File: src/rtl/rdc_pkg.sv
`default_nettype none
// ----------------------------------------------------------------------------
// rdc_pkg: shared types and constants of the radix digit converter
// Beat structs, the divider request/response groups and the glyph table.
// ----------------------------------------------------------------------------
package rdc_pkg;

  // fixed field widths
  localparam int VALUE_BITS  = 16;
  localparam int BASE_BITS   = 5;
  localparam int CHAR_BITS   = 7;
  localparam int RDIG_BITS   = 4;

  // default width of the converted value
  localparam int VALUE_WIDTH_DEF = 16;

  // legal radix range
  localparam logic [BASE_BITS-1:0] BASE_MIN = 5'd2;
  localparam logic [BASE_BITS-1:0] BASE_MAX = 5'd16;

  // error beat character
  localparam logic [CHAR_BITS-1:0] ERR_CHAR = 7'h00;

  // digit value to ascii
  localparam logic [CHAR_BITS-1:0] GLYPH [16] = '{
    7'h30, 7'h31, 7'h32, 7'h33, 7'h34, 7'h35, 7'h36, 7'h37,
    7'h38, 7'h39, 7'h41, 7'h42, 7'h43, 7'h44, 7'h45, 7'h46
  };

  typedef struct packed {
    logic [VALUE_BITS-1:0] value;
    logic [BASE_BITS-1:0]  base;
  } in_beat_t;

  typedef struct packed {
    logic [CHAR_BITS-1:0] digit_char;
    logic                 last_digit;
    logic                 bad_base;
  } out_beat_t;

  // request to the shared divider
  typedef struct packed {
    logic                  start;
    logic [VALUE_BITS-1:0] dividend;
    logic [BASE_BITS-1:0]  divisor;
  } div_req_t;

  // divider status and results
  typedef struct packed {
    logic                  busy;
    logic                  done;
    logic [VALUE_BITS-1:0] quotient;
    logic [RDIG_BITS-1:0]  remainder;
  } div_rsp_t;

endpackage
`default_nettype wire

File: src/rtl/rdc_divider.sv
`default_nettype none
// ----------------------------------------------------------------------------
// rdc_divider: bit-serial restoring divider
// Divides a value by a radix of 2..16, one quotient bit per cycle.
// ----------------------------------------------------------------------------
module rdc_divider
  import rdc_pkg::*;
#(
  parameter int QW = VALUE_WIDTH_DEF
) (
  input  wire logic     clk,
  input  wire logic     rst_n,
  input  wire div_req_t req,
  output div_rsp_t      rsp
);

  localparam int STEP_W = $clog2(QW + 1);

  logic [QW-1:0]        quo_r,  quo_nxt;
  logic [RDIG_BITS-1:0] rem_r,  rem_nxt;
  logic [STEP_W-1:0]    step_r, step_nxt;
  logic [BASE_BITS-1:0] dvs_r,  dvs_nxt;
  logic                 busy_r, busy_nxt;
  logic                 done_r, done_nxt;

  logic [BASE_BITS-1:0] trial;
  logic                 fits;

  // one shift-and-subtract step
  assign trial = {rem_r, quo_r[QW-1]};
  assign fits  = (trial >= dvs_r);

  always_comb begin
    quo_nxt  = quo_r;
    rem_nxt  = rem_r;
    step_nxt = step_r;
    dvs_nxt  = dvs_r;
    busy_nxt = busy_r;
    done_nxt = 1'b0;
    if (req.start) begin
      quo_nxt  = req.dividend[QW-1:0];
      rem_nxt  = '0;
      step_nxt = STEP_W'(QW);
      dvs_nxt  = req.divisor;
      busy_nxt = 1'b1;
    end else if (busy_r) begin
      quo_nxt  = {quo_r[QW-2:0], fits};
      rem_nxt  = fits ? RDIG_BITS'(trial - dvs_r) : trial[RDIG_BITS-1:0];
      step_nxt = step_r - 1'b1;
      if (step_r == STEP_W'(1)) begin
        busy_nxt = 1'b0;
        done_nxt = 1'b1;
      end
    end
  end

  // control and datapath registers
  always_ff @(posedge clk) begin
    if (!rst_n) begin
      busy_r <= 1'b0;
      done_r <= 1'b0;
      step_r <= '0;
    end else begin
      busy_r <= busy_nxt;
      done_r <= done_nxt;
      step_r <= step_nxt;
    end
    quo_r <= quo_nxt;
    rem_r <= rem_nxt;
    dvs_r <= dvs_nxt;
  end

  assign rsp.busy      = busy_r;
  assign rsp.done      = done_r;
  assign rsp.quotient  = VALUE_BITS'(quo_r);
  assign rsp.remainder = rem_r;

endmodule
`default_nettype wire

File: src/rtl/radix_digit_converter.sv
`default_nettype none
// ----------------------------------------------------------------------------
// radix_digit_converter: unsigned integer to ascii digits in radix 2..16
// Divides by the radix until the quotient is zero, then emits the digits.
// ----------------------------------------------------------------------------
// Usage:
//   in channel (in_valid/in_ready/in_data) takes one beat {value, base}.
//   out channel (out_valid/out_ready/out_data) gives one beat per digit,
//   most significant first, last_digit set on the final one.
//   A base outside 2..16 gives one beat with digit_char 0 and bad_base set.
//   Only the low VALUE_WIDTH bits of value (at most 16) are converted.
// Timing:
//   each digit takes one pass of the shared bit-serial divider over
//   QW = min(VALUE_WIDTH, 16) quotient bits; once all digits are found,
//   they are emitted one beat per cycle while out_ready is high.
//   in_ready is high only when the sequencer is idle.
// Reset and stall:
//   synchronous reset returns to idle with no output beat pending.
//   A stalled out_ready holds the current beat and pauses the digit readout.
// ----------------------------------------------------------------------------
module radix_digit_converter
  import rdc_pkg::*;
#(
  parameter int VALUE_WIDTH = VALUE_WIDTH_DEF
) (
  input  wire logic      clk,
  input  wire logic      rst_n,
  input  wire logic      in_valid,
  output logic           in_ready,
  input  wire in_beat_t  in_data,
  output logic           out_valid,
  input  wire logic      out_ready,
  output out_beat_t      out_data
);

  localparam int QW    = (VALUE_WIDTH < VALUE_BITS) ? VALUE_WIDTH : VALUE_BITS;
  localparam int CNT_W = $clog2(QW + 1);
  localparam int IDX_W = $clog2(QW);
  localparam logic [VALUE_BITS-1:0] VALUE_MASK = VALUE_BITS'((33'd1 << QW) - 33'd1);

  typedef enum logic [1:0] {
    ST_IDLE,
    ST_DIVIDE,
    ST_EMIT
  } state_t;

  state_t               state_r, state_nxt;
  logic [BASE_BITS-1:0] radix_r, radix_nxt;
  logic [CNT_W-1:0]     cnt_r,   cnt_nxt;
  logic                 err_r,   err_nxt;
  logic                 out_valid_r, out_valid_nxt;
  out_beat_t            out_beat_r,  out_beat_nxt;

  logic [RDIG_BITS-1:0] store_r [QW];
  logic                 store_we;
  logic [IDX_W-1:0]     rd_idx;

  div_req_t div_req;
  div_rsp_t div_rsp;

  logic in_acc;
  logic base_bad;
  logic slot_free;

  // shared divider
  rdc_divider #(
    .QW (QW)
  ) u_div (
    .clk   (clk),
    .rst_n (rst_n),
    .req   (div_req),
    .rsp   (div_rsp)
  );

  assign in_ready  = (state_r == ST_IDLE);
  assign in_acc    = in_valid && in_ready;
  assign base_bad  = (in_data.base < BASE_MIN) || (in_data.base > BASE_MAX);
  assign slot_free = !out_valid_r || out_ready;
  assign rd_idx    = IDX_W'(cnt_r - 1'b1);
  assign store_we  = (state_r == ST_DIVIDE) && div_rsp.done;

  // divider launch: first digit from the input, later ones from the quotient
  always_comb begin
    div_req.start    = 1'b0;
    div_req.dividend = div_rsp.quotient;
    div_req.divisor  = radix_r;
    if (in_acc) begin
      div_req.start    = !base_bad;
      div_req.dividend = in_data.value & VALUE_MASK;
      div_req.divisor  = in_data.base;
    end else if (store_we && (div_rsp.quotient != '0)) begin
      div_req.start = 1'b1;
    end
  end

  // sequencer next state
  always_comb begin
    state_nxt     = state_r;
    radix_nxt     = radix_r;
    cnt_nxt       = cnt_r;
    err_nxt       = err_r;
    out_valid_nxt = out_valid_r && !out_ready;
    out_beat_nxt  = out_beat_r;
    unique case (state_r)
      ST_IDLE: begin
        if (in_acc) begin
          err_nxt = base_bad;
          if (base_bad) begin
            state_nxt = ST_EMIT;
          end else begin
            radix_nxt = in_data.base;
            cnt_nxt   = '0;
            state_nxt = ST_DIVIDE;
          end
        end
      end
      ST_DIVIDE: begin
        if (div_rsp.done) begin
          cnt_nxt = cnt_r + 1'b1;
          if (div_rsp.quotient == '0) begin
            state_nxt = ST_EMIT;
          end
        end
      end
      ST_EMIT: begin
        if (slot_free) begin
          out_valid_nxt = 1'b1;
          if (err_r) begin
            out_beat_nxt.digit_char = ERR_CHAR;
            out_beat_nxt.last_digit = 1'b1;
            out_beat_nxt.bad_base   = 1'b1;
            state_nxt               = ST_IDLE;
          end else begin
            out_beat_nxt.digit_char = GLYPH[store_r[rd_idx]];
            out_beat_nxt.last_digit = (cnt_r == CNT_W'(1));
            out_beat_nxt.bad_base   = 1'b0;
            cnt_nxt                 = cnt_r - 1'b1;
            if (cnt_r == CNT_W'(1)) begin
              state_nxt = ST_IDLE;
            end
          end
        end
      end
      default: state_nxt = ST_IDLE;
    endcase
  end

  // state and registered outputs
  always_ff @(posedge clk) begin
    if (!rst_n) begin
      state_r     <= ST_IDLE;
      radix_r     <= '0;
      cnt_r       <= '0;
      err_r       <= 1'b0;
      out_valid_r <= 1'b0;
    end else begin
      state_r     <= state_nxt;
      radix_r     <= radix_nxt;
      cnt_r       <= cnt_nxt;
      err_r       <= err_nxt;
      out_valid_r <= out_valid_nxt;
    end
    out_beat_r <= out_beat_nxt;
  end

  // remainder store, least significant digit first
  always_ff @(posedge clk) begin
    if (store_we) begin
      store_r[cnt_r[IDX_W-1:0]] <= div_rsp.remainder;
    end
  end

  assign out_valid = out_valid_r;
  assign out_data  = out_beat_r;

`ifndef SYNTH
  // divider must be idle during readout
  a_emit_div_idle: assert property (@(posedge clk) disable iff (!rst_n)
    (state_r == ST_EMIT) |-> !div_rsp.busy)
    else $error("divider busy during digit readout");

  // an error beat is always the last of its run
  a_err_last: assert property (@(posedge clk) disable iff (!rst_n)
    (out_valid && out_data.bad_base) |-> out_data.last_digit)
    else $error("bad base beat without last_digit");

  // bad base goes straight to readout with no division
  a_bad_to_emit: assert property (@(posedge clk) disable iff (!rst_n)
    (in_acc && base_bad) |=> ((state_r == ST_EMIT) && err_r && !div_rsp.busy))
    else $error("bad base did not go straight to readout");

  // digit count never exceeds the store depth
  a_cnt_range: assert property (@(posedge clk) disable iff (!rst_n)
    cnt_r <= CNT_W'(QW))
    else $error("digit count beyond store depth");
`endif

endmodule
`default_nettype wire

File: config.mk
export PLATFORM = sky130hd
export DESIGN_NAME = radix_digit_converter
export DESIGN_NICKNAME = d
export VERILOG_FILES = /design/src/rtl/rdc_pkg.sv /design/src/rtl/rdc_divider.sv /design/src/rtl/radix_digit_converter.sv
export SDC_FILE = /design/constraint.sdc
export NUM_CORES = 1
export LEC_CHECK = 0
export ABC_AREA = 1
export ABC_CLOCK_PERIOD_IN_PS = 4200
export BUFFER_PORTS_ARGS = -buffer_cell sky130_fd_sc_hd__buf_2
export CORE_MARGIN = 4
export CORE_UTILIZATION = 55
export CTS_BUF_LIST = sky130_fd_sc_hd__clkbuf_16
export DETAILED_ROUTE_END_ITERATION = 6
export MAX_ROUTING_LAYER = met4
export PLACE_DENSITY = 0.8
export SYNTH_ARGS = -nofsm -noshare
export SYNTH_HDL_FRONTEND = slang
export SYNTH_SLANG_ARGS = --single-unit
File: constraint.sdc
create_clock -name clk -period 4.2 [get_ports clk]
set_clock_uncertainty 0.1 [all_clocks]
set_input_delay 0.84 -clock clk [delete_from_list [all_inputs] [get_ports clk]]
set_output_delay 0.84 -clock clk [all_outputs]
set_load 0.02 [all_outputs]
==> run summary <==
- synthesized area: 5720 µm²
- Power per Cell Area: 638 nW/µm²
- number of vias per cell: 5.46
- element type at the critical path start: flop
- worst voltage drop across the vdd grid: 0.345 mV
- Worst Path Required: 4.26 ns
- sequential fraction of design power: 40.3%
- relative contribution of the clock network to total power: 32.8%
- met3 GRT Util: 6.00%
- max-slew violations: 0
- routability congestion estimate: 0.925
- Final WS setup: 1.17 ns
- CTS clk-pin slew, worst paths: 0.05 ns
- power share of the combinational group: 26.9%
- wire length after detailed routing: 12,200 µm
- actual transition at the worst max-transition pin: 0.759 ns
- clock latency on the worst-skew pair: 0.41 ns
- pre-CTS worst setup slack: 1.21 ns
- count of port buffers added during placement: 35
- net count of the mapped netlist: 672
- distinct cell type count after synthesis: 35
- portion of the post-synthesis area used by sequential elements: 57.6%
- met2 track utilization from global routing: 37.9%
- chip width: 110 µm
- post-cts sizing count: 0
- setup slack of the most critical reg-to-reg path: 1.17 ns
- fraction of layout instances using a drive strength above 1: 13.1%
- number of antenna violations at the first check in global routing: 0
- maximum clock rate: 0.330 GHz
- relative area change from synthesis to final layout: 14.0%
- number of routed nets with antenna violations: 0
- final setup violation count: 0
- drt drc: 0
- maximum capacitance violations: 0
- Static Leak: 2.81 nW
- yosys synthesis warning count: 0
- net switching share of the total power: 34.9%
- TritonCTS clock tree: done
- DR vias: 4,427
- starting density of the core: 57.5%
- core region area: 9950 µm²
- Final nets: 708
- hold violation count in the final report: 0
- crit-path max cell delay: 0.70 ns
- Period minus WS final: 3.03 ns
- post-CTS setup repair buffer count: 0
- Critical Path, Cell by Cell: buf_4, inv_2, ha_1, inv_2, nand3_1, nand3_1, nand3_2, nand2_4, inv_1, ha_1, inv_1, nand3_1, nand2_1, a21oi_1
- sinks on the clock net: 118
- die area: 12,100 µm²
- Hold Path Class: reg2reg
- Worst Path Class, Setup: reg2reg
- DRT Pass-1 Iters: 5
- number of synthesized register bits: 118
- Max Root-Sink Buffers: 2
- CP Max Fanout: 36
- syn_area_per_cell: 9.10 µm²
- grt total ovfl: 0
- FP Rows: 36
- number of global-route vias before repair: 4,469
- hold-fix buffers at CTS: 0
- count of buffering cells on the critical path with inverters included: 5
- DP Wirelength: 8450 µm
- result of the run: complete, no violations
- DR iter-0 viols: 410
- average detailed-routed wire length per instance: 15.0 µm
- Tot GR Track Use: 22.7%
- most used routing layer: met2
- internal power: 2.71 mW
- setup repair after global routing missed its margin: no
- first-pass GRT wire length: 20,300 µm
- die height: 110 µm
- largest net degree at the start of global routing: 39
- I/O pin count: 36
- most used cell, CP: nand3_1
- global routing usage on met1: 26.2%
- sum of negative setup slack: 0 ns
- arrival time at the worst endpoint: 3.09 ns
- cell type of the slowest stage on the worst timing path: ha_1
- Syn Inst Count: 629
- family with the most delay on the worst path: adder cells
- Final period util: 72.0%
- Clock H-tree levels: 4
- CTS Root Cell: clkbuf_16
- Psw: 1.45 mW
- number of buffers inserted during clock tree synthesis: 17
- total inserted antenna cells: 0
- type of element capturing the critical path: flop
- worst slew margin relative to its limit: 49.4%
[registers in the layout, summed over array words and instances (netlist names)]
name / cells
u_div.done_r: 1
out_valid: 1
state_r: 2
u_div.step_r: 5
u_div.dvs_r: 5
store_r: 64
u_div.rem_r: 4
err_r: 1
out_data: 8
u_div.busy_r: 1
u_div.quo_r: 16
radix_r: 5
cnt_r: 5
[tightest hold or removal path: cells and delay by family, from the launching register on]
kind / cells / cell delay, ns
flip-flops: 1 / 0.31
AND/OR/NAND/NOR: 1 / 0.06
AO/OA/AOI/OAI: 1 / 0.05
[cell usage after synthesis, drive strengths merged]
| master | count | area [µm²] |
|---|---|---|
| a211oi | 2 | 15.0 |
| a21oi | 20 | 100 |
| buf | 18 | 120 |
| clkbuf | 3 | 11.3 |
| clkinv | 1 | 3.75 |
| dfxtp | 25 | 500 |
| edfxtp | 93 | 2790 |
| fa | 1 | 20.0 |
| ha | 17 | 213 |
| inv | 87 | 327 |
| nand2 | 195 | 752 |
| nand3 | 81 | 425 |
| nand3b | 1 | 7.51 |
| nand4 | 10 | 62.6 |
| nor2 | 37 | 144 |
| nor3 | 4 | 25.0 |
| nor4 | 2 | 12.5 |
| o2111ai | 1 | 8.76 |
| o21a | 1 | 7.51 |
| o21ai | 22 | 110 |
| o21bai | 1 | 7.51 |
| o22ai | 1 | 6.26 |
| o32ai | 1 | 8.76 |
| or2 | 1 | 6.26 |
| xnor2 | 1 | 8.76 |
| xor2 | 3 | 26.3 |
[power by group through the flow]
stage	clock network (mW)	registers, mW	logic (mW)
floorplan	0	1.66	0.835
global placement	0	1.69	1.04
detailed placement	0	1.70	1.09
CTS	1.38	1.68	1.10
global route	1.44	1.70	1.26
finish	1.36	1.68	1.12
[cell usage in the layout (no fill, tap or decap), types with 6 or more instances in the layout]
master / synthesis / routed
inv_1: 81 / 81
ha_1: 17 / 17
nand3_1: 77 / 77
a21oi_1: 20 / 20
nor2_1: 35 / 35
dfxtp_1: 25 / 25
clkbuf_16: 0 / 17
edfxtp_1: 93 / 93
inv_2: 6 / 6
inv_6: 0 / 6
nand2_1: 189 / 189
o21ai_0: 18 / 17
buf_2: 12 / 35
nand4_1: 10 / 10
[area by class of cell]
cell class              instances  area [µm²]
inverters                      88         330
repair buffers                 38         198
clock inverters                15         143
clock buffers                  17         425
multi-input cells             402        1970
flip-flops and latches        118        3290
fillers                       760        3430
well taps                     133         166
[cells by family (layout without fill, tap and decap cells)]
logic type | Yosys count | count (layout) | share of synthesized area [%]
compound gates | 49 | 49 | 4.61
simple gates | 331 | 331 | 25.1
fa+ha+maj | 18 | 18 | 4.07
flops | 118 | 118 | 57.6
buf+inv | 109 | 158 | 8.07
xor+xnor | 4 | 4 | 0.612
[metal layers]
layer | share of wire, % | vias up
li1 | - | 2149
met1 | 40 | 2051
met2 | 51 | 204
met3 | 7.1 | 23
met4 | 1.8 | 0
met5 | 0 | -
[metrics by stage]
step | std cells | utilization, % | total power [mW] | hold WS, ns | cell area [µm²]
final | 811 | 65.5 | 4.16 | 0.369 | 6520
after global routing | 811 | 65.5 | 4.40 | 0.402 | 6520
after CTS | 811 | 65.5 | 4.16 | 0.376 | 6520
after detailed placement | 779 | 59.8 | 2.79 | 0.367 | 5950
after global placement | 779 | 59.8 | 2.73 | 0.351 | 5950
after floorplan | 629 | - | 2.49 | 0.341 | 5720
[path summary, 6_finish.rpt]
check                                                   from  depth (start not counted)                           end
worst max-delay path                   cnt_r[0]$_SDFFE_PN0P_                         14     out_data[2]$_SDFFCE_PP0P_
worst min-delay path            u_div.step_r[1]$_SDFFE_PP0P_                          2  u_div.step_r[1]$_SDFFE_PP0P_
worst max register to register         cnt_r[0]$_SDFFE_PN0P_                         14     out_data[2]$_SDFFCE_PP0P_
worst min register to register  u_div.step_r[1]$_SDFFE_PP0P_                          2  u_div.step_r[1]$_SDFFE_PP0P_
Power figures use the tool's default switching activity.
